$ cat src/hdl/fsd_pkg.sv
`default_nettype none

package fsd_pkg;

    localparam logic [2:0] ACT_HEADER    = 3'd0;
    localparam logic [2:0] ACT_RESEND    = 3'd1;
    localparam logic [2:0] ACT_END       = 3'd2;
    localparam logic [2:0] ACT_MAP_RESET = 3'd3;
    localparam logic [2:0] ACT_INIT      = 3'd4;

    localparam logic [7:0]  WRAP_FROM_MIN = 8'd185;
    localparam logic [7:0]  WRAP_TO_MAX   = 8'd70;
    localparam logic [7:0]  BACK_FROM_MAX = 8'd35;
    localparam logic [7:0]  BACK_TO_MIN   = 8'd220;
    localparam logic [31:0] ORD_STEP      = 32'd256;

    typedef enum logic [2:0] {
        OP_HEADER,
        OP_RESEND,
        OP_END,
        OP_MAP_RESET,
        OP_INIT,
        OP_NONE
    } op_t;

    typedef enum logic [2:0] {
        FS_NOT_HEADER,
        FS_BEFORE_FIRST,
        FS_OUT_OF_ORDER,
        FS_DUPLICATE,
        FS_ACCEPTED
    } fstat_t;

    typedef enum logic [1:0] {
        AK_NONE,
        AK_SET,
        AK_RESENDS
    } ack_kind_t;

    typedef enum logic [1:0] {
        OPEN_NONE,
        OPEN_DUP,
        OPEN_ACC
    } open_t;

    typedef enum logic {
        ST_IDLE,
        ST_EXEC
    } state_t;

    typedef struct packed {
        op_t        op;
        logic       first_frame;
        logic [7:0] set_id;
        logic [7:0] original_set;
        logic [7:0] resend_id;
    } cmd_t;

    typedef struct packed {
        fstat_t     frame_status;
        logic       skip_delta;
        logic       ack_id_valid;
        logic [7:0] ack_id;
        ack_kind_t  ack_kind;
        logic [7:0] ack_set;
        logic [8:0] ack_count;
        logic       frame_received;
    } result_t;

endpackage

`default_nettype wire

$ cat src/hdl/fsd_front.sv
`default_nettype none

module fsd_front
    import fsd_pkg::*;
(
    input  wire logic        aclk,
    input  wire logic        aresetn,
    input  wire logic        s_tvalid,
    output logic             s_tready,
    input  wire logic [2:0]  s_tuser,
    input  wire logic [31:0] s_tdata,
    output cmd_t             cmd,
    output logic             cmd_valid,
    input  wire logic        cmd_pop
);

    cmd_t       q_reg [2];
    logic       wr_ptr_reg;
    logic       wr_ptr_next;
    logic       rd_ptr_reg;
    logic       rd_ptr_next;
    logic [1:0] count_reg;
    logic [1:0] count_next;
    cmd_t       in_cmd;
    logic       push;
    logic       pop;

    always_comb begin
        in_cmd.first_frame  = s_tdata[0];
        in_cmd.set_id       = s_tdata[8:1];
        in_cmd.original_set = s_tdata[16:9];
        in_cmd.resend_id    = s_tdata[24:17];
        unique case (s_tuser)
            ACT_HEADER:    in_cmd.op = OP_HEADER;
            ACT_RESEND:    in_cmd.op = OP_RESEND;
            ACT_END:       in_cmd.op = OP_END;
            ACT_MAP_RESET: in_cmd.op = OP_MAP_RESET;
            ACT_INIT:      in_cmd.op = OP_INIT;
            default:       in_cmd.op = OP_NONE;
        endcase
    end

    assign s_tready  = (count_reg != 2'd2);
    assign cmd_valid = (count_reg != 2'd0);
    assign cmd       = q_reg[rd_ptr_reg];
    assign push      = s_tvalid && s_tready;
    assign pop       = cmd_pop && cmd_valid;

    always_comb begin
        wr_ptr_next = push ? ~wr_ptr_reg : wr_ptr_reg;
        rd_ptr_next = pop ? ~rd_ptr_reg : rd_ptr_reg;
        count_next  = count_reg;
        if (push && !pop) begin
            count_next = count_reg + 2'd1;
        end else if (pop && !push) begin
            count_next = count_reg - 2'd1;
        end
    end

    always_ff @(posedge aclk) begin
        if (!aresetn) begin
            wr_ptr_reg <= 1'b0;
            rd_ptr_reg <= 1'b0;
            count_reg  <= 2'd0;
        end else begin
            wr_ptr_reg <= wr_ptr_next;
            rd_ptr_reg <= rd_ptr_next;
            count_reg  <= count_next;
        end
    end

    always_ff @(posedge aclk) begin
        if (push) begin
            q_reg[wr_ptr_reg] <= in_cmd;
        end
    end

endmodule

`default_nettype wire

$ cat src/hdl/fsd_back.sv
`default_nettype none

module fsd_back
    import fsd_pkg::*;
#(
    parameter int SET_RING_DEPTH    = 50,
    parameter int RESEND_RING_DEPTH = 50,
    parameter int MAX_ACKS          = 256
) (
    input  wire logic aclk,
    input  wire logic aresetn,
    input  wire cmd_t cmd,
    input  wire logic cmd_valid,
    output logic      cmd_pop,
    output result_t   res,
    output logic      res_valid,
    input  wire logic res_ready
);

    localparam int SPW = (SET_RING_DEPTH > 1) ? $clog2(SET_RING_DEPTH) : 1;
    localparam int RPW = (RESEND_RING_DEPTH > 1) ? $clog2(RESEND_RING_DEPTH) : 1;
    localparam int TW  = $clog2(MAX_ACKS + 1);
    localparam int CW  = (TW > 9) ? TW : 9;

    state_t                       state_reg;
    state_t                       state_next;
    cmd_t                         cmd_reg;
    logic                         set_hit_reg;
    logic                         rs_hit_reg;
    logic [31:0]                  ord_reg;
    logic [31:0]                  base_w_reg;
    logic                         lsn_upd_reg;

    logic                         seen_first_reg;
    logic                         seen_first_next;
    logic [7:0]                   last_set_reg;
    logic [7:0]                   last_set_next;
    logic [31:0]                  last_ord_reg;
    logic [31:0]                  last_ord_next;
    logic [31:0]                  base_reg;
    logic [31:0]                  base_next;
    logic [7:0]                   set_mem_reg [SET_RING_DEPTH];
    logic [SET_RING_DEPTH-1:0]    set_vld_reg;
    logic [SPW-1:0]               set_ptr_reg;
    logic [7:0]                   rs_mem_reg [RESEND_RING_DEPTH];
    logic [RESEND_RING_DEPTH-1:0] rs_vld_reg;
    logic [RPW-1:0]               rs_ptr_reg;
    open_t                        open_reg;
    open_t                        open_next;
    logic [7:0]                   open_set_reg;
    logic [7:0]                   open_set_next;
    logic [TW-1:0]                tally_reg;
    logic [TW-1:0]                tally_next;
    logic                         got_reg;
    logic                         got_next;
    logic                         out_valid_reg;
    logic                         out_valid_next;
    result_t                      out_reg;
    result_t                      out_next;

    logic                         fire;
    logic                         set_push;
    logic                         rs_push;
    logic                         clear_rings;
    logic                         hdr_ok;
    logic [7:0]                   set_key;
    logic                         set_hit;
    logic                         rs_hit;
    logic                         wrap;
    logic                         back;
    logic [31:0]                  adj;
    logic [31:0]                  ord;
    logic [31:0]                  base_w;
    logic [CW-1:0]                tally_wide;

    assign cmd_pop   = (state_reg == ST_IDLE) && cmd_valid;
    assign fire      = (state_reg == ST_EXEC) && (!out_valid_reg || res_ready);
    assign res       = out_reg;
    assign res_valid = out_valid_reg;

    // match against both rings and widen the set number while the item is picked up
    always_comb begin
        set_key = (cmd.op == OP_HEADER) ? cmd.set_id : cmd.original_set;
        set_hit = 1'b0;
        for (int i = 0; i < SET_RING_DEPTH; i++) begin
            set_hit = set_hit | (set_vld_reg[i] && (set_mem_reg[i] == set_key));
        end
        rs_hit = 1'b0;
        for (int i = 0; i < RESEND_RING_DEPTH; i++) begin
            rs_hit = rs_hit | (rs_vld_reg[i] ? (rs_mem_reg[i] == cmd.resend_id)
                                             : (cmd.resend_id == 8'd0));
        end
        wrap   = (last_set_reg > WRAP_FROM_MIN) && (cmd.set_id < WRAP_TO_MAX);
        back   = (last_set_reg < BACK_FROM_MAX) && (cmd.set_id > BACK_TO_MIN);
        base_w = wrap ? (base_reg + ORD_STEP) : base_reg;
        if (wrap && !back) begin
            adj = ORD_STEP;
        end else if (!wrap && back) begin
            adj = 32'd0 - ORD_STEP;
        end else begin
            adj = 32'd0;
        end
        ord = base_reg + {24'd0, cmd.set_id} + adj;
    end

    always_comb begin
        state_next      = state_reg;
        seen_first_next = seen_first_reg;
        last_set_next   = last_set_reg;
        last_ord_next   = last_ord_reg;
        base_next       = base_reg;
        open_next       = open_reg;
        open_set_next   = open_set_reg;
        tally_next      = tally_reg;
        got_next        = got_reg;
        set_push        = 1'b0;
        rs_push         = 1'b0;
        clear_rings     = 1'b0;
        hdr_ok          = 1'b1;
        tally_wide      = CW'(tally_reg);
        out_next        = '0;
        out_valid_next  = out_valid_reg && !res_ready;

        unique case (state_reg)
            ST_IDLE: begin
                if (cmd_valid) begin
                    state_next = ST_EXEC;
                end
            end
            ST_EXEC: begin
                if (fire) begin
                    state_next     = ST_IDLE;
                    out_valid_next = 1'b1;
                    case (cmd_reg.op)
                        OP_HEADER: begin
                            open_next  = OPEN_NONE;
                            tally_next = '0;
                            if (cmd_reg.first_frame) begin
                                seen_first_next = 1'b1;
                            end else if (!seen_first_reg) begin
                                hdr_ok                = 1'b0;
                                out_next.frame_status = FS_BEFORE_FIRST;
                            end else begin
                                base_next = base_w_reg;
                                if (lsn_upd_reg) begin
                                    last_set_next = cmd_reg.set_id;
                                end
                                if (ord_reg < last_ord_reg) begin
                                    hdr_ok                = 1'b0;
                                    out_next.frame_status = FS_OUT_OF_ORDER;
                                end else begin
                                    last_ord_next = ord_reg;
                                end
                            end
                            if (hdr_ok) begin
                                open_set_next = cmd_reg.set_id;
                                if (set_hit_reg) begin
                                    out_next.frame_status = FS_DUPLICATE;
                                    open_next             = OPEN_DUP;
                                end else begin
                                    set_push              = 1'b1;
                                    out_next.frame_status = FS_ACCEPTED;
                                    open_next             = OPEN_ACC;
                                end
                            end
                        end
                        OP_RESEND: begin
                            if (open_reg == OPEN_ACC) begin
                                out_next.skip_delta = set_hit_reg || rs_hit_reg;
                                if (tally_reg < TW'(MAX_ACKS)) begin
                                    out_next.ack_id_valid = 1'b1;
                                    out_next.ack_id       = cmd_reg.resend_id;
                                    tally_next            = tally_reg + 1'b1;
                                end
                                rs_push = 1'b1;
                            end
                        end
                        OP_END: begin
                            if (open_reg != OPEN_NONE) begin
                                out_next.ack_set  = open_set_reg;
                                out_next.ack_kind = AK_SET;
                                if (open_reg == OPEN_ACC) begin
                                    got_next = 1'b1;
                                    if (tally_reg != '0) begin
                                        out_next.ack_kind  = AK_RESENDS;
                                        out_next.ack_count = tally_wide[8:0];
                                    end
                                end
                            end
                            open_next  = OPEN_NONE;
                            tally_next = '0;
                        end
                        OP_MAP_RESET: begin
                            got_next        = 1'b0;
                            seen_first_next = 1'b0;
                            open_next       = OPEN_NONE;
                            tally_next      = '0;
                        end
                        OP_INIT: begin
                            got_next      = 1'b0;
                            clear_rings   = 1'b1;
                            last_set_next = 8'd0;
                            last_ord_next = 32'd0;
                            base_next     = ORD_STEP;
                            open_next     = OPEN_NONE;
                            open_set_next = 8'd0;
                            tally_next    = '0;
                        end
                        default: begin
                        end
                    endcase
                    out_next.frame_received = got_next;
                end
            end
            default: state_next = ST_IDLE;
        endcase
    end

    always_ff @(posedge aclk) begin
        if (!aresetn) begin
            state_reg      <= ST_IDLE;
            seen_first_reg <= 1'b0;
            last_set_reg   <= 8'd0;
            last_ord_reg   <= 32'd0;
            base_reg       <= ORD_STEP;
            set_vld_reg    <= '0;
            set_ptr_reg    <= '0;
            rs_vld_reg     <= '0;
            rs_ptr_reg     <= '0;
            open_reg       <= OPEN_NONE;
            open_set_reg   <= 8'd0;
            tally_reg      <= '0;
            got_reg        <= 1'b0;
            out_valid_reg  <= 1'b0;
        end else begin
            state_reg      <= state_next;
            seen_first_reg <= seen_first_next;
            last_set_reg   <= last_set_next;
            last_ord_reg   <= last_ord_next;
            base_reg       <= base_next;
            open_reg       <= open_next;
            open_set_reg   <= open_set_next;
            tally_reg      <= tally_next;
            got_reg        <= got_next;
            out_valid_reg  <= out_valid_next;
            if (clear_rings) begin
                set_vld_reg <= '0;
                set_ptr_reg <= '0;
                rs_vld_reg  <= '0;
                rs_ptr_reg  <= '0;
            end else begin
                if (set_push) begin
                    set_vld_reg[set_ptr_reg] <= 1'b1;
                    if (set_ptr_reg == SPW'(SET_RING_DEPTH - 1)) begin
                        set_ptr_reg <= '0;
                    end else begin
                        set_ptr_reg <= set_ptr_reg + 1'b1;
                    end
                end
                if (rs_push) begin
                    rs_vld_reg[rs_ptr_reg] <= 1'b1;
                    if (rs_ptr_reg == RPW'(RESEND_RING_DEPTH - 1)) begin
                        rs_ptr_reg <= '0;
                    end else begin
                        rs_ptr_reg <= rs_ptr_reg + 1'b1;
                    end
                end
            end
        end
    end

    always_ff @(posedge aclk) begin
        if (cmd_pop) begin
            cmd_reg     <= cmd;
            set_hit_reg <= set_hit;
            rs_hit_reg  <= rs_hit;
            ord_reg     <= ord;
            base_w_reg  <= base_w;
            lsn_upd_reg <= !back;
        end
        if (fire) begin
            out_reg <= out_next;
        end
        if (set_push && !clear_rings) begin
            set_mem_reg[set_ptr_reg] <= cmd_reg.set_id;
        end
        if (rs_push && !clear_rings) begin
            rs_mem_reg[rs_ptr_reg] <= cmd_reg.resend_id;
        end
    end

endmodule

`default_nettype wire

$ cat src/hdl/frame_sequence_dedup_ack.sv
// Receive-side sequence filter for 8-bit frame numbers.
// Input channel s_*: one word per event; s_tuser carries the action
// (header, resent delta, frame end, map reset, full init), s_tdata the
// first-frame flag, set number, original set and resend id.
// Result channel m_*: exactly one word per input word, in order; m_tuser
// carries frame status and ack kind, m_tdata the skip flag, ack id, ack
// set, ack count and the frame-received flag.
// An accepted word waits in the input queue until the back end is idle.
// The back end picks a word from the two-entry input queue and matches it
// against both id rings on pick-up, then updates state and the output
// register once the output is free; it takes no new word before that.
// Both rings are compared in parallel, one valid bit per entry.
// Reset: aresetn low for one clock clears all state; no clearing pass.
// Stall: while m_tready is low the result holds, the back end waits with
// the next word, and the input queue takes up to two more words before
// s_tready drops.
`default_nettype none

module frame_sequence_dedup_ack
    import fsd_pkg::*;
#(
    parameter int SET_RING_DEPTH    = 50,
    parameter int RESEND_RING_DEPTH = 50,
    parameter int MAX_ACKS          = 256
) (
    input  wire logic        aclk,
    input  wire logic        aresetn,
    input  wire logic        s_tvalid,
    output logic             s_tready,
    input  wire logic [2:0]  s_tuser,   // action
    input  wire logic [31:0] s_tdata,   // first_frame, set_id, original_set, resend_id
    output logic             m_tvalid,
    input  wire logic        m_tready,
    output logic [4:0]       m_tuser,   // frame_status, ack_kind
    output logic [31:0]      m_tdata    // skip_delta, ack_id_valid, ack_id, ack_set,
                                        // ack_count, frame_received
);

    cmd_t    cmd;
    logic    cmd_valid;
    logic    cmd_pop;
    result_t res;

    fsd_front u_front (
        .aclk      (aclk),
        .aresetn   (aresetn),
        .s_tvalid  (s_tvalid),
        .s_tready  (s_tready),
        .s_tuser   (s_tuser),
        .s_tdata   (s_tdata),
        .cmd       (cmd),
        .cmd_valid (cmd_valid),
        .cmd_pop   (cmd_pop)
    );

    fsd_back #(
        .SET_RING_DEPTH    (SET_RING_DEPTH),
        .RESEND_RING_DEPTH (RESEND_RING_DEPTH),
        .MAX_ACKS          (MAX_ACKS)
    ) u_back (
        .aclk      (aclk),
        .aresetn   (aresetn),
        .cmd       (cmd),
        .cmd_valid (cmd_valid),
        .cmd_pop   (cmd_pop),
        .res       (res),
        .res_valid (m_tvalid),
        .res_ready (m_tready)
    );

    assign m_tuser = {res.ack_kind, res.frame_status};
    assign m_tdata = {4'd0, res.frame_received, res.ack_count, res.ack_set,
                      res.ack_id, res.ack_id_valid, res.skip_delta};

endmodule

`default_nettype wire

$ cat config.mk
export PLATFORM = sky130hd
export DESIGN_NAME = frame_sequence_dedup_ack
export DESIGN_NICKNAME = d
export VERILOG_FILES = /design/src/hdl/fsd_pkg.sv /design/src/hdl/fsd_front.sv /design/src/hdl/fsd_back.sv /design/src/hdl/frame_sequence_dedup_ack.sv
export SDC_FILE = /design/constraint.sdc
export NUM_CORES = 2
export LEC_CHECK = 0
export ABC_CLOCK_PERIOD_IN_PS = 7880
export BUFFER_PORTS_ARGS = -buffer_cell sky130_fd_sc_hd__buf_4
export CORE_MARGIN = 2
export CORE_UTILIZATION = 40
export DETAILED_ROUTE_END_ITERATION = 8
export PLACE_DENSITY = 0.66
export SLEW_MARGIN = 25
export SYNTH_ARGS = -nofsm -noshare
export SYNTH_HDL_FRONTEND = slang
export SYNTH_SLANG_ARGS = --single-unit
$ cat constraint.sdc
create_clock -name aclk -period 7.88 [get_ports aclk]
set_clock_uncertainty 0.05 [all_clocks]
set_input_delay 0.788 -clock aclk [delete_from_list [all_inputs] [get_ports aclk]]
set_output_delay 0.788 -clock aclk [all_outputs]
set_load 0.02 [all_outputs]
==> reports/metrics.yaml <==
slowest_stage: "dfxtp_2"
grt_pass1_wl_mm: 189
finalMaxSlewViolations: 0
synth_edf_count: 976
fp-row-count: 131
ir_drop_v: 0.000242
min-delay-start: "s_tdata[1]"
hold_path_class: "primary input to flop"
dieArea_um2: 132000
crit_type: "flop to flop"
cp.arrival_ps: 5750
wirelength_mm: 126
cap_violations: 0
io_buffers: 66
reg2reg_slack_ps: 2550
synth_cells: 3848
switching_power_mw: 5.77
intPower_mw: 12.2
layout.nets: 4028
power_frac_seq: 0.448
hold_path_depth: 1
cts_tree: "yes"
netlist_area_um2: 51600
totalNegativeSetupSlack_ps: 0
reg2reg_to: "u_back.ord_reg[25]"
crit_path_end_kind: "flop"
grt_pass1_vias: 30600
ys_seq_elements: 1188
num_io_pins: 78
synth_ff_type: "edfxtp_1"
drt_pass1_iterations: 5
fin_crit_ps: 5330
syn_area_per_cell_um2: 13.4
path_max_fanout: 31
status: "finished, final reports clean"
worstMarginPinSlew_ps: 1130
post_cts_buffers: 0
switching_share: 0.320
r2r_cells: 16
antenna_found_initial: 8
viasPerCell: 5.45
start_util: 0.404
yosysSeqAreaShare: 0.650
vias: 31000
dpl.hpwl_mm: 71.6
root_buffer: "clkbuf_16"
cts_sinks: 1188
synth_cell_types: 86
yosysWarnings: 0
core_um2: 128000
drive_above_1_share: 0.0918
detail-route-antenna-nets: 0
p_leak_nw: 18.3
pwr-share-clk: 0.300
finalHoldViolations: 0
fin_ws_ps: 2550
cts_resized: 0
crit_family: "compound AO/OA/AOI/OAI gates"
hold_end: "u_front.q_reg[1][16]"
finalCritPeriodShare: 0.676
fp.dieW_um: 363
cp_cell_sequence: "inv_1 -> a2111oi_0 -> o21bai_1 -> a21oi_2 -> inv_1 -> ha_1 -> ha_1 -> a21oi_1 -> o21ai_0 -> o2bb2ai_1 -> a2111oi_0 -> nor2_1 -> nor3_1 -> o21bai_1 -> a21oi_1 -> xnor2_1"
gr-usage-all-layers: 0.188
overflow: 0
rsz0062_at_grt: "no"
slew_headroom: 0.242
drt_iter0_markers: 2488
setup_violations: 0
cts_buffer_depth: 3
clk_latency_ps: 740
area_growth_pct: 11.6
dp_slack_ps: 2550
fmax_ghz: 0.188
die_h_um: 363
synthArstFlopShare: 0
grt_max_degree: 96
crit_required_ps: 8310
cts_made_buffers: 116
clkTransAtPathRegs_ps: 60
gp_congestion: 0.805
remaining_drc_errors: 0
max_stage_delay_ps: 710
cp-start-kind: "flop"
p_comb_frac: 0.251
h-tree-depth: 3
wl_per_cell_um: 22.1
power_density_nw_per_um2: 312
path_buf_inv: 2
cts_hold_buf: 0
==> final cells by class <==
class	instances	area (um2)
sequential	1188	33600
inverter	65	245
antenna	1	2.50
clock buffer	167	3240
timing repair buffer	126	1000
tap	1662	2080
clock inverter	53	465
fill	11400	70200
multi-input combinational	2420	17100
==> through the flow <==
step	instances	utilization	hold WS [ps]	total power [mW]	instance area (um2)
after floorplan	3851	-	367	11.1	51600
final	5682	0.451	178	18.0	57600
after CTS	5680	0.451	134	18.1	57600
after global placement	5460	0.422	376	12.7	53900
after detailed placement	5460	0.422	386	12.7	53900
after global routing	5681	0.451	150	18.7	57600
==> placed cells by master, fill, tap and decap left out, drive strengths merged, types with 19 or more instances in the layout <==
master and n:
a21boi 76, a21o 20, a21oi 70, a31oi 23, and2 30, and3 34, buf 126, clkbuf 167
clkinv 40, dfxtp 212, edfxtp 976, ha 71, inv 70, mux2 19, nand2 191, nand2b 22
nand3 130, nand4 125, nor2 167, nor2b 21, nor3 65, nor4 123, o21a 67, o21ai 144
or3 68, xnor2 564, xor2 213
==> kinds of logic (layout without fill, tap and decap cells) <==
kind of cell,Yosys count,count (layout),share of synthesized area
flip-flops,1188,1188,0.650
AND/OR/NAND/NOR,1034,1034,0.106
multiplexers,37,37,0.00846
adder cells (fa/ha/maj),72,72,0.0176
buffers and inverters,243,411,0.0230
AO/OA/AOI/OAI,496,496,0.0631
other,1,5,0.0000726
XOR/XNOR,777,777,0.132
==> how the worst max path moves through the flow <==
| stage | from | cells after the start | endpoint | slack [ps] |
|---|---|---|---|---|
| finish | flop | 16 | u_back.ord_reg[25] | 2550 |
| global route | flop | 16 | u_back.ord_reg[25] | 1830 |
| CTS | flop | 16 | u_back.ord_reg[25] | 2530 |
| detailed placement | flop | 16 | u_back.ord_reg[25] | 2550 |
| global placement | flop | 16 | u_back.ord_reg[25] | 2630 |
| floorplan | flop | 16 | u_back.ord_reg[25] | 3660 |
==> synthesized netlist by cell type (all sizes together), types with 76 or more instances <==
master | count | area (um2)
edfxtp | 976 | 29300
nand4 | 125 | 782
a21boi | 76 | 571
nor4 | 123 | 769
xor2 | 213 | 1870
nand2 | 191 | 724
clkbuf | 78 | 294
buf | 100 | 649
nor2 | 167 | 667
nand3 | 130 | 651
xnor2 | 564 | 4940
dfxtp | 212 | 4240
o21ai | 144 | 721
==> power groups by stage <==
stage | clock network (mW) | logic, mW | registers [mW]
3_3_place_gp | 0 | 4.47 | 8.19
3_5_place_dp | 0 | 4.53 | 8.19
4_1_cts | 5.47 | 4.55 | 8.07
2_1_floorplan | 0 | 2.68 | 8.40
5_1_grt | 5.71 | 4.87 | 8.11
6_report | 5.40 | 4.53 | 8.07
==> per-layer routing <==
metal,GRT usage,vias up,wire length (um)
met5,0,-,41
met4,0.0536,6,2850
met3,0.0271,194,8200
met2,0.314,960,59800
met1,0.255,15600,55000
li1,-,14200,-
No activity file was read; power rests on OpenSTA's default activity.
